### src/rtl/sfr_pkg.sv
// shared types and constants for the status frame receiver
`default_nettype none
package sfr_pkg;

   localparam logic [7:0] StartByte = 8'h20;
   localparam int FrameLen = 12;
   localparam int StoreDepth = FrameLen - 1;
   localparam int CountWidth = $clog2(FrameLen);
   localparam int QueueDepthDefault = 2;

   typedef struct packed {
      logic [7:0] rx_byte;
      logic [7:0] awaited_command;
   } req_type;

   typedef struct packed {
      logic        frame_ok;
      logic [7:0]  reply_code;
      logic [7:0]  fan_speed;
      logic [7:0]  brightness;
      logic [7:0]  color_temp;
      logic [15:0] timer_value;
      logic [7:0]  stage;
      logic        answers_awaited;
      logic        update_fan;
      logic        update_light;
   } rsp_type;

   // decoded frame handed from the front to the back
   typedef struct packed {
      logic        frame_ok;
      logic [7:0]  reply_code;
      logic [7:0]  fan_speed;
      logic [7:0]  brightness;
      logic [7:0]  color_temp;
      logic [15:0] timer_value;
      logic [7:0]  stage;
      logic        answers_awaited;
   } frame_type;

endpackage
`default_nettype wire

### src/rtl/sfr_front.sv
// front end: start byte hunt, frame collection, checksum and decode
`default_nettype none
module sfr_front (
   input  wire logic              clock,
   input  wire logic              reset,
   input  wire logic              req_valid,
   output logic                   req_stall,
   input  wire sfr_pkg::req_type  req_data,
   input  wire logic              q_full,
   output logic                   push_valid,
   output sfr_pkg::frame_type     push_data
);
   import sfr_pkg::*;

   logic [CountWidth-1:0] count_ff, count_in;
   logic [7:0]            xor_ff, xor_in;
   logic [7:0]            store_ff [StoreDepth-1:1];
   logic                  accept;
   logic                  last_byte;
   logic                  sum_ok;

   // a request is taken whenever the queue has room
   assign req_stall = q_full;
   assign accept    = req_valid && !q_full;
   assign last_byte = (count_ff == CountWidth'(StoreDepth));
   assign sum_ok    = (req_data.rx_byte == xor_ff);

   // byte counter and running xor
   always_comb begin
      count_in = count_ff;
      xor_in   = xor_ff;
      if (accept) begin
         priority if (count_ff == '0) begin
            if (req_data.rx_byte == StartByte) begin
               count_in = CountWidth'(1);
               xor_in   = StartByte;
            end
         end else if (last_byte) begin
            count_in = '0;
            xor_in   = '0;
         end else begin
            count_in = count_ff + CountWidth'(1);
            xor_in   = xor_ff ^ req_data.rx_byte;
         end
      end
   end

   always_ff @(posedge clock) begin
      if (reset) begin
         count_ff <= '0;
         xor_ff   <= '0;
      end else begin
         count_ff <= count_in;
         xor_ff   <= xor_in;
      end
   end

   // frame body bytes
   always_ff @(posedge clock) begin
      if (accept && count_ff != '0 && !last_byte) begin
         store_ff[count_ff] <= req_data.rx_byte;
      end
   end

   // decoded frame, all zero on a checksum mismatch
   always_comb begin
      push_valid = accept && last_byte;
      push_data  = '0;
      if (sum_ok) begin
         push_data.frame_ok        = 1'b1;
         push_data.reply_code      = store_ff[1];
         push_data.fan_speed       = store_ff[4];
         push_data.brightness      = store_ff[5];
         push_data.color_temp      = store_ff[6];
         push_data.timer_value     = {store_ff[8], store_ff[7]};
         push_data.stage           = store_ff[10];
         push_data.answers_awaited = (req_data.awaited_command != 8'd0) &&
                                     (req_data.awaited_command == store_ff[1]);
      end
   end

endmodule
`default_nettype wire

### src/rtl/sfr_queue.sv
// short first-in first-out queue of decoded frames
`default_nettype none
module sfr_queue #(
   parameter int Depth = sfr_pkg::QueueDepthDefault
) (
   input  wire logic                clock,
   input  wire logic                reset,
   input  wire logic                push_valid,
   input  wire sfr_pkg::frame_type  push_data,
   output logic                     full,
   output logic                     pop_valid,
   input  wire logic                pop_ready,
   output sfr_pkg::frame_type       pop_data
);
   import sfr_pkg::*;

   localparam int PtrWidth = (Depth > 1) ? $clog2(Depth) : 1;
   localparam int CntWidth = $clog2(Depth + 1);

   frame_type             entry_ff [Depth];
   logic [PtrWidth-1:0]   wr_ptr_ff, wr_ptr_in;
   logic [PtrWidth-1:0]   rd_ptr_ff, rd_ptr_in;
   logic [CntWidth-1:0]   cnt_ff, cnt_in;
   logic                  do_push, do_pop;

   assign full      = (cnt_ff == CntWidth'(Depth));
   assign pop_valid = (cnt_ff != '0);
   assign pop_data  = entry_ff[rd_ptr_ff];
   assign do_push   = push_valid && !full;
   assign do_pop    = pop_valid && pop_ready;

   // pointer and count update
   always_comb begin
      wr_ptr_in = wr_ptr_ff;
      rd_ptr_in = rd_ptr_ff;
      cnt_in    = cnt_ff;
      if (do_push) begin
         wr_ptr_in = (wr_ptr_ff == PtrWidth'(Depth - 1)) ? '0 : wr_ptr_ff + PtrWidth'(1);
      end
      if (do_pop) begin
         rd_ptr_in = (rd_ptr_ff == PtrWidth'(Depth - 1)) ? '0 : rd_ptr_ff + PtrWidth'(1);
      end
      if (do_push && !do_pop) begin
         cnt_in = cnt_ff + CntWidth'(1);
      end else if (do_pop && !do_push) begin
         cnt_in = cnt_ff - CntWidth'(1);
      end
   end

   always_ff @(posedge clock) begin
      if (reset) begin
         wr_ptr_ff <= '0;
         rd_ptr_ff <= '0;
         cnt_ff    <= '0;
      end else begin
         wr_ptr_ff <= wr_ptr_in;
         rd_ptr_ff <= rd_ptr_in;
         cnt_ff    <= cnt_in;
      end
   end

   // entry storage
   always_ff @(posedge clock) begin
      if (do_push) begin
         entry_ff[wr_ptr_ff] <= push_data;
      end
   end

endmodule
`default_nettype wire

### src/rtl/sfr_back.sv
// back end: change detection against the last good status, output register
`default_nettype none
module sfr_back (
   input  wire logic                clock,
   input  wire logic                reset,
   input  wire logic                csr_wr_en,
   input  wire logic [7:0]          csr_wr_data,
   input  wire logic                pop_valid,
   output logic                     pop_ready,
   input  wire sfr_pkg::frame_type  pop_data,
   output logic                     rsp_valid,
   input  wire logic                rsp_stall,
   output sfr_pkg::rsp_type         rsp_data
);
   import sfr_pkg::*;

   logic [7:0] keepalive_ff;
   logic [7:0] last_fan_ff, last_stage_ff, last_bright_ff, last_color_ff;
   logic       have_last_ff;
   logic       rsp_valid_ff, rsp_valid_in;
   rsp_type    rsp_data_ff, rsp_data_in;
   logic       take;
   logic       change_only;

   assign pop_ready = !rsp_valid_ff || !rsp_stall;
   assign take      = pop_valid && pop_ready;
   assign rsp_valid = rsp_valid_ff;
   assign rsp_data  = rsp_data_ff;

   // keepalive command register
   always_ff @(posedge clock) begin
      if (reset) begin
         keepalive_ff <= '0;
      end else if (csr_wr_en) begin
         keepalive_ff <= csr_wr_data;
      end
   end

   // update flags for the frame leaving the queue
   assign change_only = (pop_data.reply_code == keepalive_ff) && have_last_ff;

   always_comb begin
      rsp_data_in.frame_ok        = pop_data.frame_ok;
      rsp_data_in.reply_code      = pop_data.reply_code;
      rsp_data_in.fan_speed       = pop_data.fan_speed;
      rsp_data_in.brightness      = pop_data.brightness;
      rsp_data_in.color_temp      = pop_data.color_temp;
      rsp_data_in.timer_value     = pop_data.timer_value;
      rsp_data_in.stage           = pop_data.stage;
      rsp_data_in.answers_awaited = pop_data.answers_awaited;
      rsp_data_in.update_fan      = 1'b0;
      rsp_data_in.update_light    = 1'b0;
      if (pop_data.frame_ok) begin
         rsp_data_in.update_fan   = !change_only ||
                                    (pop_data.fan_speed != last_fan_ff) ||
                                    (pop_data.stage != last_stage_ff);
         rsp_data_in.update_light = !change_only ||
                                    (pop_data.brightness != last_bright_ff) ||
                                    (pop_data.color_temp != last_color_ff);
      end
   end

   // last good status
   always_ff @(posedge clock) begin
      if (reset) begin
         last_fan_ff    <= '0;
         last_stage_ff  <= '0;
         last_bright_ff <= '0;
         last_color_ff  <= '0;
         have_last_ff   <= 1'b0;
      end else if (take && pop_data.frame_ok) begin
         last_fan_ff    <= pop_data.fan_speed;
         last_stage_ff  <= pop_data.stage;
         last_bright_ff <= pop_data.brightness;
         last_color_ff  <= pop_data.color_temp;
         have_last_ff   <= 1'b1;
      end
   end

   // output register
   assign rsp_valid_in = take ? 1'b1 : (rsp_valid_ff && rsp_stall);

   always_ff @(posedge clock) begin
      if (reset) begin
         rsp_valid_ff <= 1'b0;
      end else begin
         rsp_valid_ff <= rsp_valid_in;
      end
   end

   always_ff @(posedge clock) begin
      if (take) begin
         rsp_data_ff <= rsp_data_in;
      end
   end

endmodule
`default_nettype wire

### src/rtl/status_frame_receiver_top.sv
// status frame receiver (front, queue, back): one request per cycle while the queue
// has room; a frame is queued on its twelfth byte, then shown in the result register
// throughput: one request per cycle, limited only by queue room when rsp side stalls
// queue holds QueueDepth decoded frames between front and back
// synchronous active-high reset clears counter, xor, queue, last status and the
// keepalive register; no clearing pass
`default_nettype none
module status_frame_receiver_top #(
   parameter int QueueDepth = sfr_pkg::QueueDepthDefault
) (
   input  wire logic              clock,
   input  wire logic              reset,
   input  wire logic              req_valid,
   output logic                   req_stall,
   input  wire sfr_pkg::req_type  req_data,
   output logic                   rsp_valid,
   input  wire logic              rsp_stall,
   output sfr_pkg::rsp_type       rsp_data,
   input  wire logic              csr_wr_en,
   input  wire logic [7:0]        csr_wr_data
);
   import sfr_pkg::*;

   logic      q_full;
   logic      push_valid;
   frame_type push_data;
   logic      pop_valid;
   logic      pop_ready;
   frame_type pop_data;

   // front: hunt, collect, checksum
   sfr_front u_front (
      .clock      (clock),
      .reset      (reset),
      .req_valid  (req_valid),
      .req_stall  (req_stall),
      .req_data   (req_data),
      .q_full     (q_full),
      .push_valid (push_valid),
      .push_data  (push_data)
   );

   // decoupling queue
   sfr_queue #(
      .Depth (QueueDepth)
   ) u_queue (
      .clock      (clock),
      .reset      (reset),
      .push_valid (push_valid),
      .push_data  (push_data),
      .full       (q_full),
      .pop_valid  (pop_valid),
      .pop_ready  (pop_ready),
      .pop_data   (pop_data)
   );

   // back: change detection and result register
   sfr_back u_back (
      .clock       (clock),
      .reset       (reset),
      .csr_wr_en   (csr_wr_en),
      .csr_wr_data (csr_wr_data),
      .pop_valid   (pop_valid),
      .pop_ready   (pop_ready),
      .pop_data    (pop_data),
      .rsp_valid   (rsp_valid),
      .rsp_stall   (rsp_stall),
      .rsp_data    (rsp_data)
   );

endmodule
`default_nettype wire

### config.mk
export PLATFORM = sky130hd
export DESIGN_NAME = status_frame_receiver_top
export DESIGN_NICKNAME = d
export VERILOG_FILES = /design/src/rtl/sfr_pkg.sv /design/src/rtl/sfr_front.sv /design/src/rtl/sfr_queue.sv /design/src/rtl/sfr_back.sv /design/src/rtl/status_frame_receiver_top.sv
export SDC_FILE = /design/constraint.sdc
export NUM_CORES = 1
export LEC_CHECK = 0
export BUFFER_PORTS_ARGS = -buffer_cell sky130_fd_sc_hd__buf_2
export CORE_AREA = 2 2 153 155
export DETAILED_ROUTE_END_ITERATION = 8
export DIE_AREA = 0 0 155 157
export PLACE_DENSITY = 0.66
export SLEW_MARGIN = 10
export SYNTH_ARGS = -nofsm -noshare
export SYNTH_HDL_FRONTEND = slang
export SYNTH_HIERARCHICAL = 1
export SYNTH_SLANG_ARGS = --single-unit
### constraint.sdc
create_clock -name clock -period 3.8 [get_ports clock]
set_input_delay 0.38 -clock clock [delete_from_list [all_inputs] [get_ports clock]]
set_output_delay 0.38 -clock clock [all_outputs]
set_load 0.02 [all_outputs]
Yosys cells after proc, flatten, opt, wreduce, memory -nomap -nowiden
Memory sizes are Yosys's and may differ from the RTL's. A register that Yosys moved wholly into a read port is not among the register bits.
Cells that the tools add are included.
{"block": "word_totals", "register_bits": 118, "latchBits": 0, "ram_bits": 196, "rom_bits": 0, "word_cells": 89, "mem_count": 2}
{"memory": "u_queue.entry_ff", "depth": 2, "width": 58, "read_ports": 1, "rd_clocked_by_memory_dff": 1, "wr": 1, "line": "sfr_queue.sv:20", "source": "frame_type entry_ff [Depth];"}
{"memory": "u_front.store_ff", "depth": 10, "width": 8, "read_ports": 7, "rd_clocked_by_memory_dff": 0, "wr": 1, "line": "sfr_front.sv:17", "source": "logic [7:0] store_ff [StoreDepth-1:1];"}
{"block": "classes", "n_addsub": 5, "multipliers": 0, "n_div": 0, "n_lt_le_gt_ge": 0, "eq_ne": 11, "shifts": 0, "n_mux": 18, "bitwise": 1, "n_reduce_logical": 30}
{"operator": "$mux W58", "n": 1}
{"operator": "$ne A8 B8 Y1", "n": 4}
{"operator": "$eq A8 B8 Y1", "n": 3}
{"operator": "$mux W8", "n": 3}
{"operator": "$logic_and A1 B1 Y1", "n": 12}
{"operator": "$mux W4", "n": 3}
{"operator": "$mux W1", "n": 9}
{"operator": "$eq A8 B6 Y1 const B", "n": 1}
{"operator": "$reduce_bool A8 Y1", "n": 1}
{"operator": "$xor A8 B8 Y8", "n": 1}
{"operator": "$logic_not A1 Y1", "n": 7}
{"operator": "$logic_or A1 B1 Y1", "n": 5}
{"operator": "$add A4 B1 Y4 const B", "n": 1}
{"operator": "$eq A4 B4 Y1 const B", "n": 1}
{"operator": "$logic_not A4 Y1", "n": 1}
{"operator": "$mux W2", "n": 2}
{"operator": "$reduce_bool A2 Y1", "n": 2}
{"operator": "$reduce_bool A4 Y1", "n": 1}
{"operator": "$add A1 B1 Y1 const B", "n": 2}
{"operator": "$add A2 B1 Y2 const B", "n": 1}
{"operator": "$eq A2 B2 Y1 const B", "n": 1}
{"operator": "$ne A2 B2 Y1 const B", "n": 1}
{"operator": "$reduce_and A2 Y1", "n": 1}
{"operator": "$sub A2 B1 Y2 const B", "n": 1}

Depth between registers and ports, before layout
Gate-level depths: netlist (run 1).
{"block": "logic_depth", "depth_word": 9, "mapped_depth": 9, "ltp_nobuf": 9}

By module
Netlist (run 1), hierarchy kept.
{"mod": "sfr_queue", "instances": 1, "cells_per_inst": 205, "area_per_inst_um2": 4401.7}
{"mod": "sfr_back", "instances": 1, "cells_per_inst": 291, "area_per_inst_um2": 3734.8}
{"mod": "sfr_front", "instances": 1, "cells_per_inst": 237, "area_per_inst_um2": 3083.0}

Least setup slack after synthesis (run 1)
OpenSTA, ideal clock, no wires.
{"block": "synth_timing", "path_kind": "register to register", "startpoint": "reg u_front.count_ff[0]", "endpoint": "mem u_queue/entry_ff[1][0] (netlist bit), enable pin", "t_arrival_ns": 2.458, "path_slack_ns": 0.920, "path_stages_with_launch": 7, "synth_period_minus_slack_ns": 2.880, "path_cell_list": "dfxtp_1 -> ha_1 -> nand3b_1 -> nor2_1 -> inv_1 -> nor2_1 -> and2_1"}
{"block": "synth_via", "elab_chain_cells": 5}
{"element": "start: declaration", "line": "sfr_front.sv:15", "source": "logic [CountWidth-1:0] count_ff, count_in;"}
{"element": "start signal: assignment", "line": "sfr_front.sv:53", "source": "count_ff <= count_in;"}
{"element": "$eq A4 B4 Y1", "line": "sfr_front.sv:25", "source": "assign last_byte = (count_ff == CountWidth'(StoreDepth));"}
{"element": "$logic_and A1 B1 Y1", "line": "sfr_front.sv:67", "source": "push_valid = accept && last_byte;"}
{"element": "named net push_valid", "line": "status_frame_receiver_top.sv:25", "source": "logic push_valid;"}
{"element": "$logic_and A1 B1 Y1", "line": "sfr_queue.sv:29", "source": "assign do_push = push_valid && !full;"}
{"element": "$mux W1", "line": "sfr_queue.sv:64", "source": "if (do_push) begin"}
{"element": "$mux W1 (implied by the code)", "line": "sfr_queue.sv:65", "source": "entry_ff[wr_ptr_ff] <= push_data;"}
{"element": "end: declaration", "line": "sfr_queue.sv:20"}
The timed path passes the listed nets, and every way through them passes these cells.

==> results of run 1 <==
power by group:
| group | internal (mW) | switching (mW) |
|---|---|---|
| Combinational | 0.550 | 0.955 |
| Sequential | 3.83 | 0.157 |
| Clock | 1.69 | 1.12 |
| Total | 6.07 | 2.23 |
layer usage:
layer	wire (µm)	vias to the layer above
li1	-	2852
met1	9457	2991
met2	10570	165
met3	1002	36
met4	488	0
met5	0	-
per-stage QoR:
stage	cells	power, mW	worst slack, ns	utilization (%)	cell area (µm²)
3_3_place_gp	1085	5.524	1.021	52.89	11900
6_report	1138	8.300	0.9086	57.06	12840
3_5_place_dp	1085	5.574	0.9578	52.89	11900
5_1_grt	1138	8.644	0.7438	57.06	12840
4_1_cts	1138	8.387	0.9123	57.06	12840
2_1_floorplan	733	5.153	0.9202	-	11220
registers in the layout, indices dropped and copies added, names as in the netlist, named ones only:
signal and cells:
u_back/keepalive_ff 8, u_back/have_last_ff 1, u_back/rsp_data 60, u_front/store_ff 56, u_queue/cnt_ff 2, u_back/last_color_ff 8, u_queue/entry_ff 116, u_front/xor_ff 8
u_queue/rd_ptr_ff 1, u_back/rsp_valid 1, u_queue/wr_ptr_ff 1, u_back/last_stage_ff 8, u_back/last_bright_ff 8, u_front/count_ff 4, u_back/last_fan_ff 8
synthesized netlist by cell type, types with 2 or more instances:
cell type  count  area share (%)
a21boi_0       2            0.13
and2_1        63             3.5
inv_1          8            0.27
xnor2_1       48             3.7
nand2b_1       3            0.17
edfxtp_1     232              62
ha_1           5            0.56
a21oi_1       39             1.7
nor2_1        18            0.60
clkbuf_1      10            0.33
and3_1         2            0.11
buf_6          6            0.60
mux2i_1        8            0.71
o32ai_1        7            0.55
nor3_1         7            0.31
o21ai_0        4            0.18
nand3_1        3            0.13
nor4_1         5            0.28
xor2_1        10            0.78
or3_1          2            0.11
nor3b_1        7            0.47
mux2_2        58             5.8
nand4_1       11            0.61
a21o_1         8            0.54
buf_4          7            0.47
buf_2          8            0.36
dfxtp_1       59              11
a21oi_2        3            0.23
nand2_1       69             2.3
worst min path at each step:
| stage | to | slack, ns | startpoint |
|---|---|---|---|
| after global placement | u_back/last_color_ff[5] | 0.45 | u_back/last_color_ff[5] |
| after detailed placement | u_back/last_bright_ff[6] | 0.46 | u_back/last_bright_ff[6] |
| after CTS | u_back/keepalive_ff[1] | 0.07 | csr_wr_data[1] |
| final | u_back/keepalive_ff[4] | 0.08 | csr_wr_data[4] |
| after floorplan | u_back/have_last_ff | 0.44 | u_back/have_last_ff |
| after global routing | u_back/keepalive_ff[7] | 0.09 | csr_wr_data[7] |
cell families after synthesis:
family	after synthesis	share of synthesized area, %
adders and majority gates	5	0.5576
muxes	66	6.535
and+or+nand+nor	202	9.658
AOI/OAI and AO/OA	70	3.892
buffers and inverters	41	2.208
xor gates and xnor gates	58	4.528
DFF	291	72.62
area by class of cell:
class                           count  area [µm²]  share of cell area [%]
Sequential cell                   291        8149                   63.47
Inverter                            8       30.03                  0.2339
Multi-Input combinational cell    401        2829                   22.03
Timing Repair Buffer              100       538.0                   4.190
Clock inverter                     13       160.2                   1.247
Clock buffer                       40       777.0                   6.051
Tap cell                          285       356.6                   2.777
worst reg2reg max path, stage by stage, from the launching register on:
cell	delay (ns)
dfxtp_2	0.72
buf_4	0.55
mux2_2	0.43
xnor2_1	0.18
nand4_1	0.16
nor3_1	0.39
a21boi_0	0.17
==> impl_metrics.yaml, run 1 <==
outcome:
  status: "complete, no violations"
logic_synthesis:
  synthArstFlopShare_pct: 0
  synth.distinct_cells: 50
  syn_area_um2: 11220
  synth_edf_count: 232
  synth_ff_type: "edfxtp_1"
  ys_warn_count: 6
  synthesis.nets: 767
  synthCells: 733
  seq_area_frac_synth_pct: 72.62
  syn_avg_cell_area_um2: 15.31
  synth_seq_cells: 291
drt:
  via_count: 6044
  vias_per_cell: 5.311
  drtPass1Iterations: 5
  wl_per_cell_um: 18.91
  wirelength_um: 21520
  drc: 0
  drt-initial-drc-count: 461
  ant_nets: 0
sta:
  fin_crit_sh_pct: 76.09
  worst_pin_slew_ns: 0.9505
  rsz0062_at_grt: "no"
  setup_violations: 0
  final.setup_skew_ns: 0.01465
  max_clock_freq_mhz: 345.8
  holdWs_ns: 0.08400
  final.min_clock_period_ns: 2.891
  hold_viol: 0
  finalSetupTns_ns: 0
  max_slew_margin_pct: 36.64
  maxSlewViolCount: 0
clock_tree:
  root_buffer: "clkbuf_16"
  post_cts_resized: 0
  post_cts_buffers: 0
  insertion_delay_ns: 0.54
  clkTransAtPathRegs_ns: 0.06
  clock_path_buffers: 3
  ctsHtreeMaxLevel: 1
  cts_sinks: 291
  cts_hold_buf: 0
  cts_buffers: 29
  cts_tree: "yes"
grt:
  grtUsageTotal_pct: 17.77
  grt_pass1_vias: 6123
  use_met3_pct: 2.340
  busiest_layer: "met2"
  grt_max_degree: 60
  met2_usage_pct: 29.88
  grt_pass1_wl_um: 33540
  grt-ovfl-total: 0
  antenna_found_initial: 0
  use_met1_pct: 24.19
pwr:
  p_leak_nw: 4.334
  power_density_nw_per_um2: 646.5
  ir_worst_vdd_v: 0.0003576
floorplanning:
  pin_count: 91
  die-width_um: 155
  die_h_um: 157
  core.rowCount: 55
  start_util_pct: 49.86
  core_um2: 22500
  die_area_um2: 24340
setup_path:
  cp_max_fo: 33
  worstSetupPathType: "register to register"
  crit_family: "flip-flops"
  crit_end: "u_back/rsp_data[1]"
  path_buf_inv: 1
  critical_path_depth: 6
  crit_path_end_kind: "register"
  cp.arrival_ns: 3.14
  crit_chain: "buf_4, mux2_2, xnor2_1, nand4_1, nor3_1, a21boi_0"
  reg2regPathDepth: 6
  worst_path_max_delay_cell: "dfxtp_2"
  r2r_end: "u_back/rsp_data[1]"
  required_ns: 4.05
  rrSetupSlack_ns: 0.91
  cpPeakStageDelay_ns: 0.72
  start_kind: "register"
run:
  max_cap_viol_count: 0
worst_hold_path:
  hold_depth: 3
  hold_path_class: "input pin to register"
final_layout:
  nets: 865
  diodes: 0
  layout_common_cells: "edfxtp_1, buf_2, nand2_1, and2_1"
  final_common_cell: "edfxtp_1"
  drive_above_1_share_pct: 25.21
  fillers: 1763
  area_growth_pct: 14.44
placed_design:
  gp_congestion: 0.8268
  dp_hpwl_um: 13680
  portBuffers: 90
Note: power is estimated with default switching activity, not from simulation.
==> run 2, diff against run 1 <==
==> constraint.sdc (replaced) <==
create_clock -name clock -period 3 [get_ports clock]
set_input_delay 0.3 -clock clock [delete_from_list [all_inputs] [get_ports clock]]
set_output_delay 0.3 -clock clock [all_outputs]
set_load 0.02 [all_outputs]
==> impl_metrics.yaml, run 2 (synthesis gave the netlist of run 1 again) <==
outcome:
  status: "complete, no violations"
setup_path:
  worstSetupPathType: "register to register"
  cpPeakStageDelay_ns: 0.42
  path_buf_inv: 3
  worst_path_max_delay_cell: "dfxtp_1"
  crit_chain: "ha_1, nand3b_1, nor2_1, inv_1, or3_1, inv_2, buf_4"
  crit_family: "simple AND/OR/NAND/NOR gates"
  required_ns: 3.21
  cp_max_fo: 18
  crit_path_end_kind: "register"
  cp.arrival_ns: 2.74
  start_kind: "register"
sta:
  max_clock_freq_mhz: 395.7
  final.setup_skew_ns: 0.02429
  finalSetupTns_ns: 0
  setup_violations: 0
  rsz0062_at_grt: "no"
  fin_crit_sh_pct: 84.24
  final.min_clock_period_ns: 2.527
  worst_pin_slew_ns: 0.6065
  maxSlewViolCount: 0
  max_slew_margin_pct: 59.57
  hold_viol: 0
final_layout:
  area_growth_pct: 16.14
  final_common_cell: "edfxtp_1"
  layout_common_cells: "edfxtp_1, buf_2, nand2_1, and2_1"
  regMostFlops: "u_queue/entry_ff"
  drive_above_1_share_pct: 26.21
  nets: 877
  diodes: 0
  largest_reg_flops: 116
drt:
  wirelength_um: 21050
  wl_per_cell_um: 18.29
  vias_per_cell: 5.259
  via_count: 6053
  ant_nets: 0
  drtPass1Iterations: 5
  drc: 0
  drt-initial-drc-count: 329
clock_tree:
  post_cts_resized: 0
  cts_tree: "yes"
  cts_sinks: 291
  clock_path_buffers: 3
  cts_buffers: 29
  root_buffer: "clkbuf_16"
  insertion_delay_ns: 0.55
  post_cts_buffers: 0
  clkTransAtPathRegs_ns: 0.06
  ctsHtreeMaxLevel: 1
floorplanning:
  core.rowCount: 55
  pin_count: 91
  die_h_um: 157
  die-width_um: 155
  core_um2: 22500
  start_util_pct: 49.86
  die_area_um2: 24340
grt:
  grt_pass1_wl_um: 32910
  grt-ovfl-total: 0
  grt_max_degree: 48
  antenna_found_initial: 0
  grtUsageTotal_pct: 17.42
  grt_pass1_vias: 6162
placed_design:
  dp_hpwl_um: 13630
  gp_congestion: 0.7982
  portBuffers: 90
pwr:
  power_density_nw_per_um2: 812.9
  p_leak_nw: 4.424
  p_total_mw: 10.59
  ir_worst_vdd_v: 0.0004318
run:
  max_cap_viol_count: 0
worst_hold_path:
  hold_path_class: "input pin to register"
-- run 2: path summary, 6_finish.rpt --
kind              cells after the start                  endpoint  slack [ns]                startpoint
setup / recovery                      7   u_queue/entry_ff[0][12]        0.47       u_front/count_ff[0]
hold / removal                        3          u_back/rsp_valid        0.06                 rsp_stall
hold reg to reg                       2  u_back/last_bright_ff[4]        0.47  u_back/last_bright_ff[4]
setup reg to reg                      7   u_queue/entry_ff[0][12]        0.47       u_front/count_ff[0]
-- run 2: power by group --
group	internal, mW	switching (mW)	leakage, nW
sequential	4.85	0.184	2.49
combinational	0.730	1.20	1.45
clock	2.18	1.45	0.484
-- run 2: worst register-to-register path, stage by stage (launching register included) --
cell and delay (ns):
dfxtp_1 0.42, ha_1 0.26, nand3b_1 0.22, nor2_1 0.16
inv_1 0.07, or3_1 0.38, inv_2 0.34, buf_4 0.35
-- run 2: final cells by class --
type                            instances  area (µm²)
Clock buffer                           40       827.0
Inverter                                8       30.03
Fill cell                            1737        9473
Clock inverter                         14       152.6
Multi-Input combinational cell        401        2829
Tap cell                              285       356.6
Timing Repair Buffer                  112       685.7
Sequential cell                       291        8149
-- run 2: stage by stage --
stage / hold slack, ns / instances / utilization, % / cell area [µm²] / setup WS (ns)
after floorplan: 0.3691 / 733 / - / 11220 / 0.1202
after global placement: 0.4542 / 1089 / 53.19 / 11970 / 0.5101
after detailed placement: 0.4593 / 1089 / 53.19 / 11970 / 0.5099
after CTS: 0.03629 / 1151 / 57.90 / 13030 / 0.4924
after global routing: 0.07769 / 1151 / 57.90 / 13030 / 0.2924
final: 0.06401 / 1151 / 57.90 / 13030 / 0.4729
-- run 2: per-layer routing --
metal | wire length, µm | global-route usage (%)
met3 | 1130 | 2.561
met4 | 370 | 5.511
met1 | 9253 | 23.16
met2 | 10290 | 29.80
met5 | 0 | 0
-- run 2: repair_timing --
item | in CTS | in global routing
setup endpoints to repair | 0 | 0
endpoints found under the hold margin | 8 | 0
hold buffers | 8 | 0
